[src/rtl/core/olq_pkg.sv]
`default_nettype none
package olq_pkg;

  localparam int CAPACITY   = 16;
  localparam int DATA_WIDTH = 32;
  localparam int ADDR_W     = $clog2(CAPACITY);
  localparam int CNT_W      = $clog2(CAPACITY + 1);
  localparam int PTR_W      = CNT_W + 1;

  typedef enum logic [2:0] {
    OP_APPEND = 3'd0,
    OP_SEARCH = 3'd1,
    OP_DELETE = 3'd2,
    OP_POP    = 3'd3,
    OP_PEEK   = 3'd4,
    OP_CLEAR  = 3'd5
  } op_t;

  localparam logic [1:0] ST_OK        = 2'd0;
  localparam logic [1:0] ST_NOT_FOUND = 2'd1;
  localparam logic [1:0] ST_EMPTY     = 2'd2;
  localparam logic [1:0] ST_FULL      = 2'd3;

  typedef enum logic [1:0] {
    S_IDLE,
    S_SCAN,
    S_SHIFT
  } state_t;

endpackage
`default_nettype wire

[src/rtl/core/ordered_list_queue.sv]
// Ordered list queue: a bounded list of up to 16 signed 32-bit values kept in
// insertion order, held packed from the front in a single-port-read,
// single-port-write synchronous memory.
// A request is taken at a rising edge where start is high and busy is low;
// op selects append, search, delete key, pop front, peek front or clear, and
// value carries the datum or the key. Each request gives exactly one result,
// shown on status, data, position and count for one cycle while done is high.
// The receiver cannot stall, so results must be taken as they appear.
// Append, clear, unknown codes and requests on an empty list finish in the idle
// state, without a scan. Search and peek read the memory one entry per cycle
// through its registered read port; a search that fails ends at the last entry.
// Delete and pop then close up the later entries, one read and one write per
// cycle; the memory's single read port sets this pace. busy stays high until
// the result is shown, and a new request can be taken in the cycle that done
// is high.
// A synchronous reset empties the list; the memory contents are not cleared,
// as only entries below the count are ever used.
`default_nettype none
module ordered_list_queue (
  input  wire logic                                clk,
  input  wire logic                                rst,
  input  wire logic                                start,
  output logic                                     busy,
  input  wire logic [2:0]                          op,
  input  wire logic signed [olq_pkg::DATA_WIDTH-1:0] value,
  output logic                                     done,
  output logic [1:0]                               status,
  output logic signed [olq_pkg::DATA_WIDTH-1:0]    data,
  output logic [olq_pkg::ADDR_W-1:0]               position,
  output logic [olq_pkg::CNT_W-1:0]                count
);

  logic [olq_pkg::DATA_WIDTH-1:0] mem [olq_pkg::CAPACITY];

  olq_pkg::state_t                state;
  olq_pkg::state_t                state_next;
  logic [2:0]                     cur_op;
  logic [olq_pkg::DATA_WIDTH-1:0] key;
  logic [olq_pkg::CNT_W-1:0]      fill;
  logic [olq_pkg::CNT_W-1:0]      fill_next;
  logic [olq_pkg::ADDR_W-1:0]     scan_idx;
  logic [olq_pkg::ADDR_W-1:0]     pend_idx;
  logic [olq_pkg::DATA_WIDTH-1:0] rd_data;
  logic [olq_pkg::PTR_W-1:0]      sh_rd;
  logic [olq_pkg::ADDR_W-1:0]     sh_wr;
  logic                           sh_pend;
  logic [olq_pkg::DATA_WIDTH-1:0] hold_data;
  logic [olq_pkg::ADDR_W-1:0]     hold_pos;

  logic [olq_pkg::ADDR_W-1:0]     rd_addr;
  logic                           wr_en;
  logic [olq_pkg::ADDR_W-1:0]     wr_addr;
  logic [olq_pkg::DATA_WIDTH-1:0] wr_data;
  logic                           finish;
  logic [1:0]                     res_status;
  logic [olq_pkg::DATA_WIDTH-1:0] res_data;
  logic [olq_pkg::ADDR_W-1:0]     res_pos;

  logic                           front_op;
  logic                           closes;
  logic                           hit;
  logic                           last;
  logic [olq_pkg::ADDR_W-1:0]     fill_m1;
  logic [olq_pkg::PTR_W-1:0]      fill_ext;
  logic [olq_pkg::PTR_W-1:0]      pend_ext;
  logic                           list_busy_op;

  assign front_op = (cur_op == olq_pkg::OP_POP) || (cur_op == olq_pkg::OP_PEEK);
  assign closes   = (cur_op == olq_pkg::OP_DELETE) || (cur_op == olq_pkg::OP_POP);
  assign hit      = front_op || (rd_data == key);
  assign fill_m1  = olq_pkg::ADDR_W'(fill - olq_pkg::CNT_W'(1));
  assign last     = (pend_idx == fill_m1);
  assign fill_ext = olq_pkg::PTR_W'(fill);
  assign pend_ext = olq_pkg::PTR_W'(pend_idx);

  assign list_busy_op = (op == olq_pkg::OP_SEARCH) || (op == olq_pkg::OP_DELETE) ||
                        (op == olq_pkg::OP_POP) || (op == olq_pkg::OP_PEEK);

  assign busy  = (state != olq_pkg::S_IDLE);
  assign count = fill;

  always_comb begin
    state_next = state;
    unique case (state)
      olq_pkg::S_IDLE: begin
        if (start && list_busy_op && (fill != '0)) begin
          state_next = olq_pkg::S_SCAN;
        end
      end
      olq_pkg::S_SCAN: begin
        if (hit) begin
          state_next = closes ? olq_pkg::S_SHIFT : olq_pkg::S_IDLE;
        end else if (last) begin
          state_next = olq_pkg::S_IDLE;
        end
      end
      olq_pkg::S_SHIFT: begin
        if (sh_rd >= fill_ext) begin
          state_next = olq_pkg::S_IDLE;
        end
      end
      default: state_next = olq_pkg::S_IDLE;
    endcase
  end

  always_comb begin
    finish     = 1'b0;
    res_status = olq_pkg::ST_OK;
    res_data   = '0;
    res_pos    = '0;
    fill_next  = fill;
    rd_addr    = scan_idx;
    wr_en      = 1'b0;
    wr_addr    = sh_wr;
    wr_data    = rd_data;
    unique case (state)
      olq_pkg::S_IDLE: begin
        rd_addr = '0;
        if (start) begin
          case (op)
            olq_pkg::OP_APPEND: begin
              finish = 1'b1;
              if (fill >= olq_pkg::CNT_W'(olq_pkg::CAPACITY)) begin
                res_status = olq_pkg::ST_FULL;
              end else begin
                wr_en     = 1'b1;
                wr_addr   = fill[olq_pkg::ADDR_W-1:0];
                wr_data   = value;
                fill_next = fill + olq_pkg::CNT_W'(1);
              end
            end
            olq_pkg::OP_SEARCH, olq_pkg::OP_DELETE: begin
              if (fill == '0) begin
                finish     = 1'b1;
                res_status = olq_pkg::ST_NOT_FOUND;
              end
            end
            olq_pkg::OP_POP, olq_pkg::OP_PEEK: begin
              if (fill == '0) begin
                finish     = 1'b1;
                res_status = olq_pkg::ST_EMPTY;
              end
            end
            olq_pkg::OP_CLEAR: begin
              finish    = 1'b1;
              fill_next = '0;
            end
            default: finish = 1'b1;
          endcase
        end
      end
      olq_pkg::S_SCAN: begin
        if (hit && !closes) begin
          finish   = 1'b1;
          res_data = rd_data;
          res_pos  = pend_idx;
        end else if (!hit && last) begin
          finish     = 1'b1;
          res_status = olq_pkg::ST_NOT_FOUND;
        end
      end
      olq_pkg::S_SHIFT: begin
        rd_addr = sh_rd[olq_pkg::ADDR_W-1:0];
        wr_en   = sh_pend;
        if (sh_rd >= fill_ext) begin
          finish    = 1'b1;
          res_data  = hold_data;
          res_pos   = hold_pos;
          fill_next = fill - olq_pkg::CNT_W'(1);
        end
      end
      default: ;
    endcase
  end

  always_ff @(posedge clk) begin
    if (wr_en) begin
      mem[wr_addr] <= wr_data;
    end
    rd_data <= mem[rd_addr];
  end

  always_ff @(posedge clk) begin
    if (rst) begin
      state   <= olq_pkg::S_IDLE;
      fill    <= '0;
      done    <= 1'b0;
      sh_pend <= 1'b0;
    end else begin
      state <= state_next;
      fill  <= fill_next;
      done  <= finish;
      unique case (state)
        olq_pkg::S_IDLE: begin
          sh_pend <= 1'b0;
        end
        olq_pkg::S_SCAN: begin
          if (hit) begin
            sh_pend <= ((pend_ext + olq_pkg::PTR_W'(1)) < fill_ext);
          end
        end
        olq_pkg::S_SHIFT: begin
          sh_pend <= (sh_rd < fill_ext);
        end
        default: sh_pend <= 1'b0;
      endcase
    end
  end

  always_ff @(posedge clk) begin
    if (finish) begin
      status   <= res_status;
      data     <= res_data;
      position <= res_pos;
    end
    unique case (state)
      olq_pkg::S_IDLE: begin
        if (start) begin
          cur_op   <= op;
          key      <= value;
          scan_idx <= olq_pkg::ADDR_W'(1);
          pend_idx <= '0;
        end
      end
      olq_pkg::S_SCAN: begin
        scan_idx <= scan_idx + olq_pkg::ADDR_W'(1);
        pend_idx <= scan_idx;
        if (hit) begin
          hold_data <= rd_data;
          hold_pos  <= pend_idx;
          sh_wr     <= pend_idx;
          sh_rd     <= pend_ext + olq_pkg::PTR_W'(2);
        end
      end
      olq_pkg::S_SHIFT: begin
        sh_wr <= olq_pkg::ADDR_W'(sh_rd - olq_pkg::PTR_W'(1));
        sh_rd <= sh_rd + olq_pkg::PTR_W'(1);
      end
      default: ;
    endcase
  end

endmodule
`default_nettype wire

[config.mk]
export PLATFORM = sky130hd
export DESIGN_NAME = ordered_list_queue
export DESIGN_NICKNAME = d
export VERILOG_FILES = /design/src/rtl/core/olq_pkg.sv /design/src/rtl/core/ordered_list_queue.sv
export SDC_FILE = /design/constraint.sdc
export NUM_CORES = 1
export LEC_CHECK = 0
export BUFFER_PORTS_ARGS = -buffer_cell sky130_fd_sc_hd__buf_2
export CORE_MARGIN = 2
export CORE_UTILIZATION = 56
export DETAILED_ROUTE_END_ITERATION = 16
export PLACE_DENSITY_LB_ADDON = 0.3
export SLEW_MARGIN = 20
export SYNTH_ARGS = -nofsm -noshare
export SYNTH_HDL_FRONTEND = slang
export SYNTH_SLANG_ARGS = --single-unit
[constraint.sdc]
create_clock -name clk -period 4.6 [get_ports clk]
set_input_delay 0.92 -clock clk [delete_from_list [all_inputs] [get_ports clk]]
set_output_delay 0.92 -clock clk [all_outputs]
set_load 0.02 [all_outputs]
; ---- Yosys cells after proc, flatten, opt, wreduce, memory -nomap -nowiden
; Memories as Yosys holds them, arrays and structs flattened. A register that Yosys moved wholly into a read port is not among the register bits.
; Cells that the tools add are included.
[classes]
n_lt_le_gt_ge = 4
n_eq_ne = 19
reduce_logical = 29
mux = 57
add_sub_neg = 7
[ops]
columns = operator, n
row1 = $mux 32, 6
row2 = $pmux 32 s2, 1
row3 = $pmux 4 s2, 5
row4 = $mux 4, 9
row5 = $eq 32x32->1, 1
row6 = $pmux 5 s2, 2
row7 = $mux 2, 8
row8 = $mux 1, 15
row9 = $mux 5, 3
row10 = $eq 3x2->1 const B, 4
row11 = $pmux 2 s3, 2
row12 = $pmux 6 s2, 1
row13 = $eq 3x3->1 const B, 3
row14 = $ne 2x2->1 const B, 4
row15 = $reduce_and 2->1, 4
row16 = $reduce_bool 2->1, 4
row17 = $add 6x1->6 const B, 1
row18 = $ge 6x5->1, 1
row19 = $logic_or 1x1->1, 6
row20 = $lt 6x5->1, 1
row21 = $mux 6, 1
row22 = $ne 3x3->1 const B, 2
row23 = $add 4x1->5 const B, 1
row24 = $add 4x2->5 const B, 1
row25 = 24 further kinds, 30
[totals]
elab_cells = 132
n_memories = 1
in_bits = 38
out_inout_bits = 45
ff_bits = 136
ramBits = 512
[mem_list]
columns = memory, depth, width, read_ports, rd_clocked_by_memory_dff, wr, line
row1 = mem, 16, 32, 1, 1, 1, ordered_list_queue.sv:33  ; logic [olq_pkg::DATA_WIDTH-1:0] mem [olq_pkg::CAPACITY];

; ---- Longest topological paths before layout
[depth]
ltp_word = 8
mapped_depth = 11
depth_no_buf = 8

; ---- Worst setup path after synthesis
; OpenSTA, ideal clock, no wires.
[synth_path]
kind = input port to flip-flop
start = input start
end = register data[0] (netlist bit) (enable)
setup_ns = 0.456
n_path_buf = 0
path_slack_ns = 0.183
t_arrival_ns = 3.961
path_stages = 4
required_ns = 4.144
cell_sequence = nand2_1 inv_1 a22oi_1 a31oi_1
[synth_via]
elab_chain_cells = 2
[synth_lines]
columns = item, line
row1 = "start, declared", ordered_list_queue.sv:22  ; input wire logic start,
row2 = $mux 1, ordered_list_queue.sv:119  ; if (start) begin
row3 = $pmux 1 s3, ordered_list_queue.sv:116  ; unique case (state)
row4 = via finish, ordered_list_queue.sv:54  ; logic finish;
row5 = "end signal, assigned", ordered_list_queue.sv:213  ; data <= res_data;
row6 = "end, declared", ordered_list_queue.sv:28  ; output logic signed [olq_pkg::DATA_WIDTH-1:0] data,
; The timed path passes the listed nets, and every way through them passes these cells.
; A chain may end at the register's enable or synchronous reset.

; ---- Worst setup path after layout
[layout_path]
start = register state[1]
end = memory mem[12][9] (netlist bit) (enable)
[layout_via]
elab_chain_cells = 4
elab_cells_between_ends = 6
[layout_lines]
columns = item, line
row1 = "start, declared", ordered_list_queue.sv:35  ; olq_pkg::state_t state;
row2 = "start signal, assigned", ordered_list_queue.sv:185  ; state <= olq_pkg::S_IDLE;
row3 = "start signal, assigned", ordered_list_queue.sv:190  ; state <= state_next;
row4 = $eq 2x2->1 or $logic_not 2->1 (tied branches), ordered_list_queue.sv:116
row5 = $pmux 1 s2, ordered_list_queue.sv:116
row6 = $mux 1, ordered_list_queue.sv:177  ; if (wr_en) begin
row7 = $mux 1 (not written as such), ordered_list_queue.sv:178  ; mem[wr_addr] <= wr_data;
row8 = "end, declared", ordered_list_queue.sv:33
; Parallel ways exist; a longest one is shown, timed or not.

==> metrics.cfg <==
[cts]
clk_path_buf_depth = 3
cts-buffers-inserted = 66
hold_buffers = 0
clkSinkCount = 679
post_cts_buffers = 0
cts_root_buf = clkbuf_16
htreeDepth = 3
cts_resized = 0
clkLatencyLatePin_ns = 0.60
cts_tree = built
path_clk_slew_ns = 0.06

[power_and_ir_drop]
irDropWorstVdd_v = 0.000312
switchingPower_mw = 4.99
power_density_mw_per_mm2 = 556
power_frac_comb = 0.195
power.share.clock = 0.310
seq_power_share = 0.496
intPower_mw = 11.9
p_leak_nw = 10.3
p_sw_frac = 0.295

[drt]
drtPass1Iterations = 5
drc = 0
num_vias = 16500
drtIter0Drc = 1748
ant_nets = 0
post_drt_wl_per_cell_um = 22.7
routed_wl_um = 60800
vias_per_cell = 6.18

[place]
portBuffers = 82
dp_cells = 2557
dpl-instance-area_mm2 = 0.0284
hpwl_um = 37800
gp_congestion = 0.851

[grt]
grt_pass1_wl_um = 93600
antenna_found_initial = 0
grt_pass1_vias = 15600
grt_overflow_total = 0
grtUsageTotal = 0.244
grt_max_degree = 107

[setup_path]
crit_type = flip-flop to flip-flop
critPathRequiredTime_ns = 4.81
crit_path_top_delay_cell = or4b_2
critPathMaxStageDelay_ns = 0.87
critPathCaptureType = flip-flop
start_kind = flip-flop
path_cells = inv_1 > ha_1 > nand2_1 > or4b_2 > nor2_1 > a41oi_1 > or2_1 > nor2_4
path_buf_inv = 1
crit_fanout = 32
arrival_ns = 4.07
crit_family = simple AND/OR/NAND/NOR gates

[layout]
nets = 2069
stdcell_count = 2676
multi_input_area_mm2 = 0.00674
diodes = 0
ff_latch_area_mm2 = 0.0200
utilization = 0.635
postLayoutCellArea_mm2 = 0.0304
area_growth_pct = 11.5
fillers = 3298
drive_above_1_share = 0.134

[synthesis]
synth_most_common_cell = edfxtp_1
netlist.area_leader.share = 0.702
synthXorXnorAreaFrac = 0.0154
ys_warn_count = 0
synth_top_area_cell = edfxtp_1
synth_compound_area_frac = 0.0887
synth_mux_area_frac = 0.0143
synth_area_mm2 = 0.0273
synthAdderAreaFrac = 0.00962
postSynthCellCount = 1956
synthFlopType = edfxtp_1
seq_area_frac_synth = 0.732
async_flop_share = 0
syn_nets = 2015
yosys.area_share.simple = 0.112
synth_top_family_by_area = simple AND/OR/NAND/NOR gates
synth_common_cells = edfxtp_1 (638), nand2_1 (400), nand3_1 (136)
ys_seq_elements = 679
syn_avg_cell_area_um2 = 14.0
synth_cell_types = 56
synth-edff-count = 638
synth.area.top_cells = edfxtp_1 (70%), nand2_1 (5.5%), a311oi_1 (3.1%)

[floorplan]
pin_count = 83
coreArea_mm2 = 0.0479
rows = 80
start_util = 0.569
die_w_um = 225
dieHeight_um = 225
die-area_mm2 = 0.0505

[timing]
setup_viol = 0
hold_viol_final = 0
maxSlewViolCount = 0
final.setup.tns_ns = 0
fin_crit_sh = 0.839
max_freq_ghz = 0.259
hold_slack_ns = 0.499
tightest_slew_ns = 1.03
relSlewSlack = 0.311
rsz0062_at_grt = false
fin_skew_ns = 0.0224
min_period_ns = 3.86

[flow_run]
drv_cap = 0

[run_status]
outcome = finished, final reports clean

[hold_path]
min_path_type = flip-flop to flip-flop

-- stage by stage --
stage          power (mW)  setup WS, ns
2_1_floorplan        10.5         0.183
3_3_place_gp         11.6         0.546
3_5_place_dp         11.8         0.489
4_1_cts              16.9         0.775
5_1_grt              17.6         0.533
6_report             16.9         0.742
-- cell usage in the layout (no fill, tap or decap), types with 4 or more instances in the layout --
cell type,instances
a22o_1,36
clkbuf_1,17
xor2_1,6
a31oi_1,35
clkbuf_16,67
nor2_4,16
nand4_1,9
nor2_1,21
a21oi_1,53
xnor2_1,42
nand3_1,136
o21ai_0,14
bufinv_16,5
edfxtp_1,638
and2_1,5
nand2b_1,8
mux2_2,33
a311oi_1,98
nor3_1,7
buf_12,7
clkinv_1,12
inv_6,4
inv_1,20
clkinv_2,9
dfxtp_1,41
and3_1,66
nand2_1,399
buf_4,34
ha_1,21
a211oi_1,67
buf_2,82
-- cells by family (layout without fill, tap and decap cells) --
| family | count (synthesis) | count (layout) |
|---|---|---|
| buffers and inverters | 157 | 262 |
| and+or+nand+nor | 689 | 689 |
| xor gates and xnor gates | 48 | 48 |
| adders and majority gates | 21 | 21 |
| AOI/OAI and AO/OA | 327 | 327 |
| DFF | 679 | 679 |
| muxes | 35 | 35 |
-- cell type report --
class                           instances  area share
Tap cell                              615      0.0253
Clock inverter                         34      0.0106
Multi-Input combinational cell       1120       0.221
Timing Repair Buffer                  123      0.0265
Sequential cell                       679       0.656
Clock buffer                           85      0.0576
Inverter                               20     0.00247
-- registers in the layout, summed over array words and instances (netlist names) --
| signal | count |
|---|---|
| scan_idx | 4 |
| status | 2 |
| mem | 512 |
| done | 1 |
| sh_pend | 1 |
| state | 2 |
| hold_data | 32 |
| key | 32 |
| rd_data | 32 |
| cur_op | 3 |
| hold_pos | 4 |
| position | 4 |
| data | 32 |
| sh_rd | 5 |
| count | 5 |
| sh_wr | 4 |
| pend_idx | 4 |
-- layer usage --
layer  track usage  vias to the layer above  part of all wire
met3        0.0560                       64              0.10
met4        0.0709                        0             0.019
met5             0                        -                 0
met2         0.341                      775              0.43
met1         0.383                     8159              0.44
li1              -                     7549                 -
-- power by group through the flow --
stage | logic (mW) | clock network (mW) | registers [mW]
final | 3.29 | 5.24 | 8.38
after global routing | 3.59 | 5.54 | 8.43
after CTS | 3.27 | 5.30 | 8.37
after detailed placement | 3.25 | 0 | 8.50
after global placement | 3.16 | 0 | 8.48
after floorplan | 1.98 | 0 | 8.51
-- final timing paths --
check                   start  cells past startpoint  slack, ns             to
setup / recovery     state[1]                      8       0.74     mem[12][9]
hold / removal    rd_data[15]                      0       0.50  hold_data[15]
hold reg to reg   rd_data[15]                      0       0.50  hold_data[15]
setup reg to reg     state[1]                      8       0.74     mem[12][9]
(Power assumes the default switching activity.)
